File: config.mk
export PLATFORM = sky130hd
export DESIGN_NAME = lru_value_cache
export DESIGN_NICKNAME = d
export VERILOG_FILES = /design/src/rtl/lvc_pkg.sv /design/src/rtl/lvc_cell.sv /design/src/rtl/lru_value_cache.sv
export SDC_FILE = /design/constraint.sdc
export NUM_CORES = 2
export LEC_CHECK = 0
export BUFFER_PORTS_ARGS = -buffer_cell sky130_fd_sc_hd__buf_2
export CORE_MARGIN = 3
export CORE_UTILIZATION = 45
export CTS_BUF_LIST = sky130_fd_sc_hd__clkbuf_8
export CTS_CLUSTER_SIZE = 20
export DETAILED_ROUTE_END_ITERATION = 12
export PLACE_DENSITY = 0.69
export SLEW_MARGIN = 20
export SYNTH_ARGS = -nofsm -noshare
export SYNTH_HDL_FRONTEND = slang
export SYNTH_HIERARCHICAL = 1
export SYNTH_SLANG_ARGS = --single-unit
export TNS_END_PERCENT = 1
File: constraint.sdc
create_clock -name clk -period 3.28 [get_ports clk]
set_input_delay 0.164 -clock clk [delete_from_list [all_inputs] [get_ports clk]]
set_output_delay 0.164 -clock clk [all_outputs]
set_load 0.02 [all_outputs]
File: src/rtl/lvc_pkg.sv
// Shared types and constants for the value cache.
// Holds the outcome codes, field widths and the scan item passed along the cell row.
// No dependencies.
package lvc_pkg;

	localparam int VALUE_W = 32;
	localparam int OUTCOME_W = 2;
	localparam int SLOT_W = 3;
	localparam int CFG_W = 4;
	localparam logic [CFG_W-1:0] CFG_RESET = 4'd8;

	localparam int DEF_MAX_ENTRIES = 8;
	localparam int DEF_STAMP_WIDTH = 32;

	typedef enum logic [OUTCOME_W-1:0] {
		OUT_HIT,
		OUT_FILL,
		OUT_REPLACE
	} outcome_t;

	typedef struct packed {
		logic valid;
		logic found;
		outcome_t kind;
		logic [VALUE_W-1:0] prev;
		logic [VALUE_W-1:0] req;
		logic [VALUE_W-1:0] oldest_value;
	} scan_t;

endpackage

File: src/rtl/lvc_cell.sv
// One cache entry: stored value and last-use stamp.
// Examines the passing scan item, updates it and hands it to the next cell.
// Depends on lvc_pkg.
module lvc_cell #(
	parameter int IDX = 0,
	parameter int IDX_W = 3,
	parameter int STAMP_WIDTH = lvc_pkg::DEF_STAMP_WIDTH
) (
	input  logic                       clk,
	input  logic                       arst_n,
	input  logic                       active,
	input  lvc_pkg::scan_t             scan_i,
	input  logic [IDX_W-1:0]           slot_i,
	input  logic [IDX_W-1:0]           old_idx_i,
	input  logic [STAMP_WIDTH-1:0]     old_stamp_i,
	output lvc_pkg::scan_t             scan_o,
	output logic [IDX_W-1:0]           slot_o,
	output logic [IDX_W-1:0]           old_idx_o,
	output logic [STAMP_WIDTH-1:0]     old_stamp_o,
	input  logic                       wr_en,
	input  logic [IDX_W-1:0]           wr_slot,
	input  logic [lvc_pkg::VALUE_W-1:0] wr_value,
	input  logic [STAMP_WIDTH-1:0]     wr_stamp
);
	import lvc_pkg::*;

	logic [VALUE_W-1:0] value_q;
	logic [STAMP_WIDTH-1:0] stamp_q;
	scan_t scan_d, scan_q;
	logic [IDX_W-1:0] slot_d, slot_q, old_idx_d, old_idx_q;
	logic [STAMP_WIDTH-1:0] old_stamp_d, old_stamp_q;

	always_comb begin
		scan_d = scan_i;
		slot_d = slot_i;
		old_idx_d = old_idx_i;
		old_stamp_d = old_stamp_i;
		if (active && !scan_i.found) begin
			if (IDX == 0 || stamp_q < old_stamp_i) begin
				old_idx_d = IDX_W'(IDX);
				old_stamp_d = stamp_q;
				scan_d.oldest_value = value_q;
			end
			if (value_q == scan_i.req) begin
				scan_d.found = 1'b1;
				scan_d.kind = OUT_HIT;
				scan_d.prev = value_q;
				slot_d = IDX_W'(IDX);
			end else if (value_q == '0) begin
				scan_d.found = 1'b1;
				scan_d.kind = OUT_FILL;
				scan_d.prev = '0;
				slot_d = IDX_W'(IDX);
			end
		end
	end

	always_ff @(posedge clk or negedge arst_n) begin
		if (!arst_n) begin
			scan_q <= '0;
		end else begin
			scan_q <= scan_d;
		end
	end

	always_ff @(posedge clk) begin
		slot_q <= slot_d;
		old_idx_q <= old_idx_d;
		old_stamp_q <= old_stamp_d;
	end

	always_ff @(posedge clk or negedge arst_n) begin
		if (!arst_n) begin
			value_q <= '0;
			stamp_q <= '0;
		end else if (wr_en && wr_slot == IDX_W'(IDX)) begin
			value_q <= wr_value;
			stamp_q <= wr_stamp;
		end
	end

	assign scan_o = scan_q;
	assign slot_o = slot_q;
	assign old_idx_o = old_idx_q;
	assign old_stamp_o = old_stamp_q;

endmodule

File: src/rtl/lru_value_cache.sv
// Fully associative value cache with least recently used replacement.
// Top level: row of lvc_cell entries, request clock, result register, config register.
// Depends on lvc_pkg and lvc_cell.
//
// Request channel: req_valid / req_stall with request_value. Result channel:
// rsp_valid / rsp_stall with outcome, slot_index and previous_value.
// An accepted item enters the first cell and moves one cell per cycle down the
// row of MAX_ENTRIES cells; each cell compares its entry and tracks the oldest
// stamp. The finished item is held at the row's end; when it commits, the
// result is registered, and at that edge the chosen entry is written and the
// request clock advances. One item is in flight at a time: a new item is taken
// the cycle after the previous one commits, so no new request is accepted
// until the last one has committed.
// If the receiver stalls, the finished item waits at the row's end until the
// result register frees; req_stall stays high meanwhile.
// Reset empties all entries, clears stamps, sets the request clock to one and
// active_entries to eight. cfg_we writes active_entries; write it only while idle.
module lru_value_cache #(
	parameter int MAX_ENTRIES = lvc_pkg::DEF_MAX_ENTRIES,
	parameter int STAMP_WIDTH = lvc_pkg::DEF_STAMP_WIDTH
) (
	input  logic                               clk,
	input  logic                               arst_n,
	input  logic                               cfg_we,
	input  logic [lvc_pkg::CFG_W-1:0]          cfg_wdata,
	input  logic                               req_valid,
	output logic                               req_stall,
	input  logic signed [lvc_pkg::VALUE_W-1:0] request_value,
	output logic                               rsp_valid,
	input  logic                               rsp_stall,
	output logic [lvc_pkg::OUTCOME_W-1:0]      outcome,
	output logic [lvc_pkg::SLOT_W-1:0]         slot_index,
	output logic signed [lvc_pkg::VALUE_W-1:0] previous_value
);
	import lvc_pkg::*;

	localparam int IDX_W = (MAX_ENTRIES > 1) ? $clog2(MAX_ENTRIES) : 1;

	logic [CFG_W-1:0] active_entries_q;
	logic [STAMP_WIDTH-1:0] request_clock_q;
	logic busy_q;
	logic accept, commit;

	scan_t scan_c [MAX_ENTRIES+1];
	logic [IDX_W-1:0] slot_c [MAX_ENTRIES+1];
	logic [IDX_W-1:0] old_idx_c [MAX_ENTRIES+1];
	logic [STAMP_WIDTH-1:0] old_stamp_c [MAX_ENTRIES+1];
	logic [MAX_ENTRIES-1:0] active;
	logic [MAX_ENTRIES-1:0] row_valid;

	scan_t fin_q;
	logic fin_valid_q;
	logic [IDX_W-1:0] fin_slot_q, fin_old_idx_q;

	logic wr_en;
	logic [IDX_W-1:0] wr_slot;
	logic [VALUE_W-1:0] wr_prev;
	outcome_t wr_kind;

	assign req_stall = busy_q;
	assign accept = req_valid && !req_stall;

	always_comb begin
		scan_c[0] = '0;
		scan_c[0].valid = accept;
		scan_c[0].kind = OUT_REPLACE;
		scan_c[0].req = request_value;
		slot_c[0] = '0;
		old_idx_c[0] = '0;
		old_stamp_c[0] = '0;
	end

	for (genvar i = 0; i < MAX_ENTRIES; i++) begin : g_cell
		assign active[i] = (i == 0) || (32'(i) < 32'(active_entries_q));
		assign row_valid[i] = scan_c[i+1].valid;

		lvc_cell #(
			.IDX(i),
			.IDX_W(IDX_W),
			.STAMP_WIDTH(STAMP_WIDTH)
		) u_cell (
			.clk(clk),
			.arst_n(arst_n),
			.active(active[i]),
			.scan_i(scan_c[i]),
			.slot_i(slot_c[i]),
			.old_idx_i(old_idx_c[i]),
			.old_stamp_i(old_stamp_c[i]),
			.scan_o(scan_c[i+1]),
			.slot_o(slot_c[i+1]),
			.old_idx_o(old_idx_c[i+1]),
			.old_stamp_o(old_stamp_c[i+1]),
			.wr_en(wr_en),
			.wr_slot(wr_slot),
			.wr_value(fin_q.req),
			.wr_stamp(request_clock_q)
		);
	end

	always_ff @(posedge clk or negedge arst_n) begin
		if (!arst_n) begin
			fin_valid_q <= 1'b0;
		end else if (scan_c[MAX_ENTRIES].valid) begin
			fin_valid_q <= 1'b1;
		end else if (commit) begin
			fin_valid_q <= 1'b0;
		end
	end

	always_ff @(posedge clk) begin
		if (scan_c[MAX_ENTRIES].valid) begin
			fin_q <= scan_c[MAX_ENTRIES];
			fin_slot_q <= slot_c[MAX_ENTRIES];
			fin_old_idx_q <= old_idx_c[MAX_ENTRIES];
		end
	end

	assign commit = fin_valid_q && (!rsp_valid || !rsp_stall);
	assign wr_en = commit;
	assign wr_slot = fin_q.found ? fin_slot_q : fin_old_idx_q;
	assign wr_prev = fin_q.found ? fin_q.prev : fin_q.oldest_value;
	assign wr_kind = fin_q.found ? fin_q.kind : OUT_REPLACE;

	always_ff @(posedge clk or negedge arst_n) begin
		if (!arst_n) begin
			busy_q <= 1'b0;
			rsp_valid <= 1'b0;
			request_clock_q <= STAMP_WIDTH'(1);
			active_entries_q <= CFG_RESET;
		end else begin
			if (cfg_we) begin
				active_entries_q <= cfg_wdata;
			end
			if (accept) begin
				busy_q <= 1'b1;
			end else if (commit) begin
				busy_q <= 1'b0;
			end
			if (commit) begin
				rsp_valid <= 1'b1;
				if (request_clock_q != '1) begin
					request_clock_q <= request_clock_q + STAMP_WIDTH'(1);
				end
			end else if (!rsp_stall) begin
				rsp_valid <= 1'b0;
			end
		end
	end

	always_ff @(posedge clk) begin
		if (commit) begin
			outcome <= OUTCOME_W'(wr_kind);
			slot_index <= SLOT_W'(wr_slot);
			previous_value <= wr_prev;
		end
	end

	a_commit_busy: assert property (@(posedge clk) disable iff (!arst_n)
		wr_en |-> busy_q)
		else $error("entry written with no item in flight");

	a_single_item: assert property (@(posedge clk) disable iff (!arst_n)
		$onehot0({fin_valid_q, row_valid}))
		else $error("more than one item in the cell row");

	a_clock_nonzero: assert property (@(posedge clk) disable iff (!arst_n)
		request_clock_q != '0)
		else $error("request clock wrapped to zero");

	a_enter_row: assert property (@(posedge clk) disable iff (!arst_n)
		accept |=> scan_c[1].valid)
		else $error("accepted item did not enter the first cell");

endmodule

; ---- Yosys cells after proc, flatten, opt, wreduce, memory -nomap -nowiden
; Index checks and enable logic that the tools add are counted.
[totals]
inputBits = 41
regBits = 1759
word_cells = 264
output_inout_bits = 39
[classes]
n_bitwise = 1
magnitude_cmp = 14
n_mux = 89
eq_ne = 17
n_addsub = 1
n_reduce_logical = 41
[ops]
columns = op, count
row1 = $mux 32, 27
row2 = $mux 35, 23
row3 = $eq 32x32->1, 8
row4 = $logic_not 32->1, 8
row5 = $lt 32x32->1, 7
row6 = $mux 3, 31
row7 = $add 32x1->32 const B, 1
row8 = $ne 32x32->1 const B, 1
row9 = $logic_and 1x1->1, 17
row10 = $lt 3x4->1 const A, 4
row11 = $eq 3x3->1 const B, 4
row12 = $logic_not 1->1, 10
row13 = $lt 2x4->1 const A, 2
row14 = $mux 1, 8
row15 = $eq 3x2->1 const B, 2
row16 = $lt 1x4->1 const A, 1
row17 = $reduce_bool 2->1, 2
row18 = $eq 3x1->1 const B, 1
row19 = $logic_not 3->1, 1
row20 = $ne 2x1->1 const B, 1
row21 = $reduce_and 2->1, 1
row22 = $reduce_or 2->1, 1
row23 = $logic_or 1x1->1, 1
row24 = $not 1->1, 1

; ---- Depth between registers and ports, before layout
[logic_depth]
ltp_word = 5
depth_mapped = 10

; ---- Modules after synthesis
; The synthesis kept the hierarchy.
[by_module_without_submodules]
columns = module, seq_area_each_um2, n_inst, cells_per_inst, area_per_inst_um2
row1 = lvc_cell at g_cell[6].u_cell, 4864.7, 1, 869, 9357.7
row2 = lvc_cell at g_cell[7].u_cell, 4864.7, 1, 868, 9354.0
row3 = lvc_cell at g_cell[2].u_cell, 4864.7, 1, 636, 8280.4
row4 = lvc_cell at g_cell[3].u_cell, 4864.7, 1, 636, 8270.4
row5 = lvc_cell at g_cell[1].u_cell, 4864.7, 1, 629, 8131.5
row6 = lvc_cell at g_cell[4].u_cell, 4864.7, 1, 631, 8105.3
row7 = lvc_cell at g_cell[5].u_cell, 4864.7, 1, 626, 8092.8
row8 = lvc_cell at g_cell[0].u_cell, 4864.7, 1, 516, 7495.9
row9 = lru_value_cache, 5242.5, 1, 344, 6537.5

; ---- Least setup slack after synthesis
; OpenSTA, ideal clock, no wires.
[synth_timing]
path_type = register -> register
start = register rsp_valid
end = register g_cell[1].u_cell.stamp_q[13]
setup_time_ps = 125
synth_period_minus_slack_ps = 3166
stages_incl_launch_ff = 7
path_buffers = 2
arrival_ps = 3041
path_slack_ps = 114
t_required_ps = 3155
cell_sequence = dfrtp_1 a21bo_2 inv_1 nor4bb_1 clkbuf_1 clkbuf_1 mux2_2
[synth_via]
elab_chain_cells = 4
[synth_lines]
columns = element, line_no
row1 = start: declaration, lru_value_cache.sv:29  ; output logic rsp_valid,
row2 = start signal: assignment, lru_value_cache.sv:127  ; rsp_valid <= 1'b0;
row3 = start signal: assignment, lru_value_cache.sv:140  ; rsp_valid <= 1'b1;
row4 = start signal: assignment, lru_value_cache.sv:145  ; rsp_valid <= 1'b0;
row5 = $logic_not 1->1, lru_value_cache.sv:118  ; assign commit = fin_valid_q && (!rsp_valid || !rsp_stall);
row6 = $logic_or 1x1->1, lru_value_cache.sv:118
row7 = $logic_and 1x1->1, lru_value_cache.sv:118
row8 = via commit, lru_value_cache.sv:42  ; logic accept, commit;
row9 = $logic_and 1x1->1, lvc_cell.sv:76  ; end else if (wr_en && wr_slot == IDX_W'(IDX)) begin
row10 = end signal: assignment, lvc_cell.sv:78  ; stamp_q <= wr_stamp;
row11 = end: declaration, lvc_cell.sv:28  ; logic [STAMP_WIDTH-1:0] stamp_q;
; The timed path passes the listed nets, and every way through them passes these cells.
; A chain may end at the register's enable or synchronous reset.

; ---- Final worst setup path
[layout_timing]
start = register g_cell[5].u_cell.stamp_q[30]
end = register g_cell[5].u_cell.old_stamp_q[1]
[layout_via]
elab_chain_cells = 3
[layout_lines]
columns = element, line_no
row1 = start: declaration, lvc_cell.sv:28
row2 = start signal: assignment, lvc_cell.sv:78
row3 = $lt 32x32->1, lvc_cell.sv:39  ; if (IDX == 0 || stamp_q < old_stamp_i) begin
row4 = $mux 32, lvc_cell.sv:39
row5 = $mux 32, lvc_cell.sv:38  ; if (active && !scan_i.found) begin
row6 = via g_cell[5].u_cell.old_stamp_d[1], lvc_cell.sv:31  ; logic [STAMP_WIDTH-1:0] old_stamp_d, old_stamp_q;
row7 = end signal: assignment, lvc_cell.sv:69  ; old_stamp_q <= old_stamp_d;
row8 = end: declaration, lvc_cell.sv:31
; The timed path passes the listed nets, and every way through them passes these cells.

==> metrics.md <==
| Metric | Value |
|---|---|
| WL final | `roughly 170,000 um` |
| Crit start category | `flop` |
| H-Tree Level Count | `5` |
| Pre-CTS setup slack | `0.446 ns` |
| Via Count | `between 40,000 and 50,000` |
| Status | `finished, final reports clean` |
| Synth warn | `6` |
| Cell Area, Placed | `~76,000 um2` |
| Crit-path max cell delay | `around 0.47 ns` |
| Hold Crit Class | `in2reg` |
| Max Cap Viol | `0` |
| Reg-to-Reg End | `g_cell[5].u_cell/old_stamp_o[1]` |
| IO Pins | `80` |
| TritonCTS clock tree | `built` |
| Tmin final | `2.85 ns` |
| Cell area power density | `around 760 nW/um2` |
| Reg-to-reg slack, setup | `about 0.43 ns` |
| DRT antenna net count | `0` |
| Worst-margin pin slew | `0.907 ns` |
| Rows | `~150` |
| Number of setup buffers added after CTS | `0` |
| Mapped Area | `72,100 um2` |
| Worst VDD drop | `0.442 mV` |
| Worst EP required | `4.11 ns` |
| Reg clk slew, reported paths | `0.06 ns` |
| Pwr Total | `approximately 62 mW` |
| Die Wd | `406 um` |
| CP max FO | `22` |
| Design area | `between 80,000 and 90,000 um2` |
| Crit Path Class | `reg2reg` |
| Routed len/inst | `20.9 um` |
| Clk_skew | `0.0724 ns` |
| Largest net degree at the start of global routing | `112` |
| Final Cycle Share | `0.868` |
| Worst setup EP type | `flop` |
| DR pass1 iterations | `6` |
| Clock sinks | `1,765` |
| CTS Buf Count | `294` |
| Slew headroom | `0.395` |
| Via density per instance | `around 5.3` |
| Synthesized instance count | `5,574` |
| Total Routing Usage GR | `0.212` |
| Crit path max-delay cell type | `a2111o_1` |
| Initial Utilization | `0.454` |
| Global-route wire length before repair | `271,000 um` |
| Endpoints failing setup | `0` |
| Hold EP | `active_entries_q[3]` |
| Leading cell type in the layout, fill and taps excluded | `dfrtp_1` |
| Fmax | `0.351 GHz` |
| RR Startpoint | `g_cell[5].u_cell/stamp_q[30]` |
| Sequence of cells on the critical path | `ha_1 > nand4_1 > a211oi_1 > a2111o_1 > a2111oi_4 > buf_4 > mux2_2` |
| Leak | `37.8 nW` |
| Setup_tns | `0 ns` |
| # DRC | `0` |
| Dpl cells | `7,684` |
| Final Wtd Congestion | `roughly 0.91` |
| DR iter-0 viols | `3,632` |
| Hold_sp | `cfg_we` |
| Worst hold path depth | `3` |
| Min setup slack post-route | `0.432 ns` |
| Critical Path AT | `around 3.7 ns` |
| Layout area overhead | `14.1%` |
| Clk_lat worst skew | `around 0.99 ns` |
| Fillcell total | `13,300` |
| PortBufs | `79` |
| RSZ-0062 raised after global routing | `no` |
| Die Ht | `roughly 410 um` |
| Max-slew violations | `0` |
| Clk root buf | `clkbuf_8` |
| Syn_area_per_cell | `around 13 um2` |
| R2R cell count | `7` |
| Layout net count | `between 6,000 and 7,000` |
| GR Overflow Total | `0` |
| Vias in the first global route | `about 45,000` |
| Die Area | `165,000 um2` |
| Layout cells sized above 1 | `0.243` |
| Fin. Hold Viols | `0` |
| Core area | `159,000 um2` |
| Initial antenna violation count | `4` |
| Clock buffer depth | `4` |
| Detail Placement HPWL | `~120,000 um` |
| Finished Layout Cells | `8,273` |
| Most frequent cells in the layout | `dfrtp_1, mux2_2, inv_1` |
[how the worst max path moves through the flow]
| stage | from | to | slack, ns | cells after the start |
|---|---|---|---|---|
| floorplan | rsp_valid | g_cell[1].u_cell/stamp_q[13] | 0.11 | 6 |
| global placement | g_cell[1].u_cell/stamp_q[14] | g_cell[1].u_cell/old_stamp_o[1] | 0.44 | 8 |
| detailed placement | g_cell[1].u_cell/stamp_q[21] | g_cell[1].u_cell/old_stamp_o[1] | 0.45 | 8 |
| CTS | g_cell[5].u_cell/stamp_q[30] | g_cell[5].u_cell/old_stamp_o[1] | 0.43 | 7 |
| global route | active_entries_q[3] | g_cell[1].u_cell/scan_o[68] | 0.30 | 7 |
| finish | g_cell[5].u_cell/stamp_q[30] | g_cell[5].u_cell/old_stamp_o[1] | 0.43 | 7 |
[sequential cells by signal, indices dropped and copies added (netlist names)]
signal and count:
g_cell.u_cell/old_stamp_o 224, req_stall 1, g_cell.u_cell/scan_o 800, g_cell.u_cell/value_q 256, rsp_valid 1, fin_old_idx_q 3
fin_valid_q 1, previous_value 32, request_clock_q 32, g_cell.u_cell/old_idx_o 24, g_cell.u_cell/slot_o 24, outcome 2
active_entries_q 4, slot_index 3, g_cell.u_cell/stamp_q 256, fin_slot_q 3, fin_q 99
[per-stage QoR]
stage	util	hold WS [ns]
after floorplan	-	-0.132
after global placement	0.477	0.155
after detailed placement	0.477	0.175
after CTS	0.518	0.0567
after global routing	0.518	0.128
final	0.518	0.199
[cell type report]
type / count / area, um2 / share of cell area
Sequential cell: 1765 / 43500 / 0.529
Multi-Input combinational cell: 3247 / 26400 / 0.321
Clock buffer: 353 / 4860 / 0.0591
Tap cell: 2072 / 2590 / 0.0315
Timing Repair Buffer: 276 / 2540 / 0.0309
Inverter: 403 / 1510 / 0.0184
Clock inverter: 153 / 825 / 0.0100
Antenna cell: 4 / 10.0 / 0.000122
[repair_timing]
| item | 4_1_cts | 5_1_grt |
|---|---|---|
| endpoints found under the hold margin | 1393 | 0 |
| gates resized for setup | 0 | 0 |
| hold buffers | 79 | 0 |
[where the power goes]
part           leakage [nW]  internal, mW  switching, mW
Clock                  3.31          10.3           8.36
Combinational          14.2          5.88           7.08
Sequential             20.4          26.4           4.26
[metal layers]
layer	GRT usage	routed length [um]
met1	0.319	83800
met2	0.309	74600
met3	0.0375	9570
met4	0.0732	5210
met5	0	0
[worst max-delay path, delay by kind of cell (launching register included)]
family | cells | cell delay (ns)
and+or+nand+nor | 1 | 0.21
muxes | 1 | 0.38
buffers and inverters | 1 | 0.38
adders and majority gates | 1 | 0.32
AOI/OAI and AO/OA | 3 | 1.00
DFF | 1 | 0.40
Power figures use the tool's default switching activity.
